File: config.mk
export PLATFORM = sky130hd
export DESIGN_NAME = led_ring_slot_pwm
export DESIGN_NICKNAME = d
export VERILOG_FILES = /design/src/rtl/core/lrsp_pkg.sv /design/src/rtl/core/led_ring_slot_pwm.sv /design/src/rtl/core/lrsp_level_store.sv /design/src/rtl/core/lrsp_slot_out.sv
export SDC_FILE = /design/constraint.sdc
export NUM_CORES = 1
export LEC_CHECK = 0
export BUFFER_PORTS_ARGS = -buffer_cell sky130_fd_sc_hd__buf_2
export CORE_MARGIN = 10
export CORE_UTILIZATION = 59
export DETAILED_ROUTE_END_ITERATION = 7
export PLACE_DENSITY_LB_ADDON = 0.1
export SYNTH_ARGS = -nofsm -noshare
export SYNTH_HDL_FRONTEND = slang
export SYNTH_SLANG_ARGS = --single-unit
export TNS_END_PERCENT = 10
File: constraint.sdc
create_clock -name i_clk -period 4.7 [get_ports i_clk]
set_clock_uncertainty 0.1 [all_clocks]
set_input_delay 0.235 -clock i_clk [delete_from_list [all_inputs] [get_ports i_clk]]
set_output_delay 0.235 -clock i_clk [all_outputs]
set_load 0.02 [all_outputs]
File: src/rtl/core/lrsp_pkg.sv
// Package: shared types, constants and helper functions for the LED ring slot PWM
`timescale 1ns / 1ps

package lrsp_pkg;

    // Geometry of the ring and of the PWM period
    localparam int LED_COUNT  = 8;
    localparam int SLOT_COUNT = 16;
    localparam int SLOT_W     = (SLOT_COUNT > 2) ? $clog2(SLOT_COUNT) : 1;
    localparam int LEVEL_W    = 5;
    localparam int CMP_W      = 6;   // common width for level vs. slot compare
    localparam int IDX_W      = 3;
    localparam int ANGLE_W    = 8;
    localparam int WORD_W     = 16;
    localparam int SLOT_OUT_W = 4;

    localparam logic [LEVEL_W-1:0] MAX_LEVEL  = 5'd16;
    localparam logic [SLOT_W-1:0]  SLOT_LAST  = SLOT_W'(SLOT_COUNT - 1);

    // Transaction kinds
    localparam logic [1:0] KIND_SET_LEVEL = 2'd0;
    localparam logic [1:0] KIND_SET_ANGLE = 2'd1;
    localparam logic [1:0] KIND_TICK      = 2'd2;

    // GPIO pin for each LED: LED 0..6 on pins 9..15, LED 7 on pin 8
    localparam logic [3:0] PIN_OF_LED [LED_COUNT] = '{
        4'd9, 4'd10, 4'd11, 4'd12, 4'd13, 4'd14, 4'd15, 4'd8
    };

    typedef logic [LED_COUNT-1:0][LEVEL_W-1:0] t_level_arr;

    typedef struct packed {
        logic [1:0]         kind;
        logic [IDX_W-1:0]   led_index;
        logic [LEVEL_W-1:0] level;
        logic [ANGLE_W-1:0] angle;
    } t_in_item;

    typedef struct packed {
        logic [WORD_W-1:0]     pin_word;
        logic [SLOT_OUT_W-1:0] slot;
        logic                  end_of_period;
    } t_out_item;

    // Level update command from the input stage to the level store
    typedef struct packed {
        logic               set_one;
        logic               set_angle;
        logic [IDX_W-1:0]   led_index;
        logic [LEVEL_W-1:0] level;
        logic [ANGLE_W-1:0] angle;
    } t_level_cmd;

    // Clamp a requested level to the top brightness
    function automatic logic [LEVEL_W-1:0] sat_level(input logic [LEVEL_W-1:0] lvl);
        sat_level = (lvl > MAX_LEVEL) ? MAX_LEVEL : lvl;
    endfunction

    // Brightness of one LED for a pointer angle: 15 - |d|/2, zero beyond 31
    function automatic logic [LEVEL_W-1:0] level_from_angle(
        input logic [ANGLE_W-1:0] angle,
        input logic [IDX_W-1:0]   led
    );
        logic [ANGLE_W-1:0] pole;
        logic [ANGLE_W-1:0] diff;
        logic [ANGLE_W-1:0] mag;
        pole = {led, 5'b0};
        diff = angle - pole;
        mag  = diff[ANGLE_W-1] ? (~diff + 8'd1) : diff;
        if (mag > 8'd31) begin
            level_from_angle = '0;
        end else begin
            level_from_angle = LEVEL_W'(4'd15 - mag[4:1]);
        end
    endfunction

    // Place per-LED on bits onto their GPIO pins
    function automatic logic [WORD_W-1:0] pins_from_leds(input logic [LED_COUNT-1:0] on);
        logic [WORD_W-1:0] word;
        word = '0;
        for (int i = 0; i < LED_COUNT; i++) begin
            word[PIN_OF_LED[i]] = on[i];
        end
        pins_from_leds = word;
    endfunction

endpackage

File: src/rtl/core/led_ring_slot_pwm.sv
// Top level: input register, level store and slot output for the LED ring PWM
// Path: an accepted tick is held in the input register, then its result is
//   registered in the result register, from which it is taken.
// Throughput: one transaction per cycle; the input register holds while a
//   tick waits for a full, stalled result register.
// Reset: synchronous active-low i_rst_n clears all levels, the slot counter
//   and both valid flags; no clearing pass is needed.
`timescale 1ns / 1ps

module led_ring_slot_pwm (
    input  logic                i_clk,
    input  logic                i_rst_n,
    input  logic                i_in_valid,
    output logic                o_in_ready,
    input  lrsp_pkg::t_in_item  i_in_data,
    output logic                o_out_valid,
    input  logic                i_out_ready,
    output lrsp_pkg::t_out_item o_out_data
);

    logic                 r_in_valid;
    logic                 n_in_valid;
    lrsp_pkg::t_in_item   r_in_item;
    logic                 w_can_load;
    logic                 w_is_tick;
    logic                 w_fire;
    logic                 w_tick;
    lrsp_pkg::t_level_cmd w_cmd;
    lrsp_pkg::t_level_arr w_levels;

    // Stage control: the held transaction retires unless it is a blocked tick
    assign w_is_tick  = (r_in_item.kind == lrsp_pkg::KIND_TICK);
    assign w_fire     = r_in_valid && (!w_is_tick || w_can_load);
    assign w_tick     = w_fire && w_is_tick;
    assign o_in_ready = !r_in_valid || w_fire;
    assign n_in_valid = (i_in_valid && o_in_ready) || (r_in_valid && !w_fire);

    always_ff @(posedge i_clk) begin
        if (!i_rst_n) begin
            r_in_valid <= 1'b0;
        end else begin
            r_in_valid <= n_in_valid;
        end
    end

    always_ff @(posedge i_clk) begin
        if (i_in_valid && o_in_ready) begin
            r_in_item <= i_in_data;
        end
    end

    // Level update command
    always_comb begin
        w_cmd.set_one   = w_fire && (r_in_item.kind == lrsp_pkg::KIND_SET_LEVEL);
        w_cmd.set_angle = w_fire && (r_in_item.kind == lrsp_pkg::KIND_SET_ANGLE);
        w_cmd.led_index = r_in_item.led_index;
        w_cmd.level     = r_in_item.level;
        w_cmd.angle     = r_in_item.angle;
    end

    lrsp_level_store u_level_store (
        .i_clk    (i_clk),
        .i_rst_n  (i_rst_n),
        .i_cmd    (w_cmd),
        .o_levels (w_levels)
    );

    lrsp_slot_out u_slot_out (
        .i_clk       (i_clk),
        .i_rst_n     (i_rst_n),
        .i_tick      (w_tick),
        .i_levels    (w_levels),
        .i_out_ready (i_out_ready),
        .o_can_load  (w_can_load),
        .o_out_valid (o_out_valid),
        .o_out_data  (o_out_data)
    );

    // Input backpressure only comes from a tick stuck behind a stalled result
    a_ready_cause: assert property (@(posedge i_clk) disable iff (!i_rst_n)
        !o_in_ready |-> (r_in_valid && w_is_tick && o_out_valid && !i_out_ready))
        else $error("input stalled without a blocked tick");

endmodule

File: src/rtl/core/lrsp_level_store.sv
// Level store: per-LED brightness registers with single-LED and angle updates
`timescale 1ns / 1ps

module lrsp_level_store (
    input  logic                 i_clk,
    input  logic                 i_rst_n,
    input  lrsp_pkg::t_level_cmd i_cmd,
    output lrsp_pkg::t_level_arr o_levels
);

    lrsp_pkg::t_level_arr r_level;
    lrsp_pkg::t_level_arr n_level;

    // Next levels: one LED from the command, or all eight from the angle
    always_comb begin
        n_level = r_level;
        if (i_cmd.set_one) begin
            n_level[i_cmd.led_index] = lrsp_pkg::sat_level(i_cmd.level);
        end else if (i_cmd.set_angle) begin
            for (int i = 0; i < lrsp_pkg::LED_COUNT; i++) begin
                n_level[i] = lrsp_pkg::level_from_angle(i_cmd.angle,
                                                        lrsp_pkg::IDX_W'(i));
            end
        end
    end

    always_ff @(posedge i_clk) begin
        if (!i_rst_n) begin
            r_level <= '0;
        end else begin
            r_level <= n_level;
        end
    end

    assign o_levels = r_level;

    // No stored level ever exceeds full brightness
    for (genvar g = 0; g < lrsp_pkg::LED_COUNT; g++) begin : g_chk
        a_level_max: assert property (@(posedge i_clk) disable iff (!i_rst_n)
            r_level[g] <= lrsp_pkg::MAX_LEVEL)
            else $error("stored level above maximum");
    end

endmodule

File: src/rtl/core/lrsp_slot_out.sv
// Slot output: slot counter, level compare and the result register
`timescale 1ns / 1ps

module lrsp_slot_out (
    input  logic                 i_clk,
    input  logic                 i_rst_n,
    input  logic                 i_tick,
    input  lrsp_pkg::t_level_arr i_levels,
    input  logic                 i_out_ready,
    output logic                 o_can_load,
    output logic                 o_out_valid,
    output lrsp_pkg::t_out_item  o_out_data
);

    logic [lrsp_pkg::SLOT_W-1:0]    r_slot;
    logic [lrsp_pkg::SLOT_W-1:0]    n_slot;
    logic                           r_out_valid;
    logic                           n_out_valid;
    lrsp_pkg::t_out_item            r_out_data;
    lrsp_pkg::t_out_item            n_out_data;
    logic [lrsp_pkg::CMP_W-1:0]     w_slot_ext;
    logic [lrsp_pkg::LED_COUNT-1:0] w_on;

    assign o_can_load = !r_out_valid || i_out_ready;

    // Compare every level against the current slot
    always_comb begin
        w_slot_ext = lrsp_pkg::CMP_W'(r_slot);
        for (int i = 0; i < lrsp_pkg::LED_COUNT; i++) begin
            w_on[i] = lrsp_pkg::CMP_W'(i_levels[i]) > w_slot_ext;
        end
    end

    // Next slot and result register contents
    always_comb begin
        n_slot      = r_slot;
        n_out_valid = r_out_valid && !i_out_ready;
        n_out_data  = r_out_data;
        if (i_tick) begin
            n_slot                   = (r_slot == lrsp_pkg::SLOT_LAST) ? '0 : r_slot + 1'b1;
            n_out_valid              = 1'b1;
            n_out_data.pin_word      = lrsp_pkg::pins_from_leds(w_on);
            n_out_data.slot          = w_slot_ext[lrsp_pkg::SLOT_OUT_W-1:0];
            n_out_data.end_of_period = (r_slot == lrsp_pkg::SLOT_LAST);
        end
    end

    always_ff @(posedge i_clk) begin
        if (!i_rst_n) begin
            r_slot      <= '0;
            r_out_valid <= 1'b0;
        end else begin
            r_slot      <= n_slot;
            r_out_valid <= n_out_valid;
        end
    end

    always_ff @(posedge i_clk) begin
        r_out_data <= n_out_data;
    end

    assign o_out_valid = r_out_valid;
    assign o_out_data  = r_out_data;

    // Slot counter stays inside the period
    a_slot_range: assert property (@(posedge i_clk) disable iff (!i_rst_n)
        r_slot <= lrsp_pkg::SLOT_LAST)
        else $error("slot counter out of range");

    // A tick moves the counter one slot forward, wrapping at the end
    a_slot_step: assert property (@(posedge i_clk) disable iff (!i_rst_n)
        i_tick |=> (r_slot == (($past(r_slot) == lrsp_pkg::SLOT_LAST) ? '0
                               : $past(r_slot) + 1'b1)))
        else $error("slot counter did not advance");

    // A tick is only issued when the result register can take it
    a_tick_room: assert property (@(posedge i_clk) disable iff (!i_rst_n)
        i_tick |-> o_can_load)
        else $error("tick issued into a full result register");

endmodule

==> run summary <==
Worst Hold End = u_slot_out.o_out_valid$_SDFF_PN0_
CP Buf/Inv Count = 2
CP Cell Sequence = inv_1 -> ha_1 -> nor3b_1 -> buf_4 -> nand2_1 -> a221oi_4 -> nor4b_2 -> a211o_1
Nets = 632
Post-DP HPWL = 8.39 mm
H-tree Lvls = 3
1st-iter DRT viols = 273
Top-count cell post-synth = a21oi_1
Power Dens Cells = 270 nW/um^2
Main synth FF type = dfxtp_1
Clock transition at path regs = 100 ps
Worst endpoint required time = 4900 ps
I/O pins = 45
Reg2Reg Setup Slack = 1840 ps
WP data arrival = 3060 ps
Peak supply drop = 167 uV
Synth cell types = 56
FP Rows = 32
Max-slew violations = 0
Cell taking the most area after synthesis = edfxtp_1
Share of layout cells above drive strength 1 = 11.1%
Die X = 110 microns
Total GRT Usage = 19.9%
CTS Hold Bufs = 19
Routed len/inst = 18.0 microns
Area grow syn2layout = 12.0%
Pre-antenna DRT Iters = 5
Core area = 7850 sq um
Final TNS setup = 0 ps
Slowest stage delay, CP = 600 ps
DRT antenna net count = 0
Yosys top cell area share = 19.3%
Sequential share of the synthesized area = 38.3%
Largest net degree at the start of global routing = 45
Chip height = 110 microns
Worst-Margin Slew = 1060 ps
Max Cap Violations = 0
Initial Util = 61.6%
Ant diodes = 0
Hold depth = 3
CTS tree = yes
CP top delay family = simple AND/OR/NAND/NOR gates
Die area = 12,200 sq um
Vias = 4,072
CP startpoint kind = register
Worst r2r dst = u_level_store.o_levels[15]$_SDFFE_PN0P_
Post-cts gate resize count = 0
Ranking of synthesized cells by area = edfxtp_1 19%, dfxtp_1 19%, ha_1 10%, a21oi_1 6.1%, nor2_1 4.0%
Hold path startpoint = i_out_ready
Synth async-reset ratio = 0%
Later-pin clock latency in the skew report = 360 ps
Reg-to-Reg Start = r_in_item[1]$_DFFE_PP_
Minimum clock period = 2860 ps
Crit path depth = 8
Final Util = 69.0%
Crit path max fanout = 13
Total wire length = 12.2 mm
RSZ-0062 raised after global routing = false
DRC viols = 0
Yosys warning count = 0
Hold Path Class = in -> reg
Crit path kind = reg -> reg
First-pass GRT wire length = 20.5 mm
Max-slew headroom = 28.9%
Gr ovfl total = 0
TritonCTS buffer count = 9
Setup Fix Bufs, Post-CTS = 0
RePlAce Congestion = 0.903
Number of synthesized register bits = 77
Status = complete, no violations
Final worst path period share = 60.8%
Post-synth EDFFs = 31
Max Clk Rate = 350 MHz
Post-synth top cells = 59 x a21oi_1, 51 x nor2_1, 46 x dfxtp_1, 40 x ha_1, 35 x nand2_1
Hold Vio Cnt, Final = 0
Vias/cell = 6.01
Clock root cell = clkbuf_8
Clock sink count = 77
Post-synthesis cell count = 531
Vias in the first global route = 4,041
Mean Syn Cell Area = 9.10 sq um
Worst setup EP type = register
Static Leak = 2.05 nW
Worst r2r path cells = 8
Final setup fails = 0
Slowest-stage cell, CP = edfxtp_1
Initial antenna violation count = 0
Max clock buf depth = 2
Buffers on Ports = 36
Netlist Area Pre-Place = 4830 sq um
Total power = 1.46 mW
==> cells by family after synthesis <==
family / after synthesis / share of synthesized area, %
DFF: 77 / 38.3
adders and majority gates: 40 / 10.4
AOI/OAI and AO/OA: 137 / 18.6
muxes: 11 / 2.28
buffers and inverters: 56 / 5.05
other: 1 / 0.0776
xor gates and xnor gates: 31 / 5.62
and+or+nand+nor: 178 / 19.7
==> placed cells by master (no fill, tap or decap), drive strengths merged, types with 4 or more instances in the layout <==
cell         instances
o21a                 8
o21ai               23
xor2                17
nor4                 4
and4                 9
inv                 22
conb                 8
a22o                13
edfxtp              31
o21bai               8
mux2i               11
a32o                 5
nor3b                5
nand3b               4
a21oi               59
dlygate4sd3         19
ha                  40
nor2                51
xnor2               14
dfxtp               46
clkbuf               9
nand3               14
or3                  6
buf                 40
nor2b               12
a221o                6
nand2b              10
nand2               35
nor3                13
==> per-layer routing <==
metal	up-vias	part of all wire (%)	global-route usage, %
met3	32	7.0	4.11
li1	1993	-	-
met4	0	2.7	8.12
met1	1882	43	24.5
met2	165	48	32.9
met5	-	0	0
==> layout make-up <==
| class | count | area [sq um] |
|---|---|---|
| clock inverter | 7 | 78.8 |
| timing repair buffer | 59 | 400 |
| inverter | 18 | 67.6 |
| sequential | 77 | 1850 |
| tap | 102 | 128 |
| clock buffer | 9 | 124 |
| multi-input combinational | 405 | 2760 |
| fill | 643 | 2440 |
==> through the flow <==
stage	cell area [sq um]	setup slack, ps	instances	hold slack, ps
2_1_floorplan	4860	2270	538	234
3_3_place_gp	5020	1920	642	311
3_5_place_dp	5020	1900	642	313
4_1_cts	5410	1880	677	71.5
5_1_grt	5410	1640	677	75.9
6_report	5410	1840	677	79.3
==> tightest hold or removal path: stages <==
cell and delay (ps):
buf_2 70, nand2b_1 120, a21oi_1 70
==> worst max-delay path by stage <==
stage / startpoint / endpoint / slack [ps]
3_3_place_gp: r_in_item[1]$_DFFE_PP_ / u_level_store.o_levels[15]$_SDFFE_PN0P_ / 1920
5_1_grt: r_in_item[5]$_DFFE_PP_ / u_level_store.o_levels[15]$_SDFFE_PN0P_ / 1640
6_report: r_in_item[1]$_DFFE_PP_ / u_level_store.o_levels[15]$_SDFFE_PN0P_ / 1840
4_1_cts: r_in_item[1]$_DFFE_PP_ / u_level_store.o_levels[35]$_SDFFE_PN0P_ / 1880
2_1_floorplan: r_in_item[6]$_DFFE_PP_ / u_level_store.o_levels[35]$_SDFFE_PN0P_ / 2270
3_5_place_dp: r_in_item[1]$_DFFE_PP_ / u_level_store.o_levels[35]$_SDFFE_PN0P_ / 1900
==> sequential cells by signal, indices dropped and copies added, names as in the netlist <==
name,cells
r_in_item,18
r_in_valid,1
u_level_store.o_levels,40
u_slot_out.o_out_data,13
u_slot_out.o_out_valid,1
u_slot_out.r_slot,4
==> power breakdown <==
part | leakage [nW] | switching [mW] | internal, mW
combinational | 1.27 | 0.115 | 0.0769
clock | 0.106 | 0.278 | 0.253
sequential | 0.670 | 0.0278 | 0.712
(Power assumes the default switching activity.)
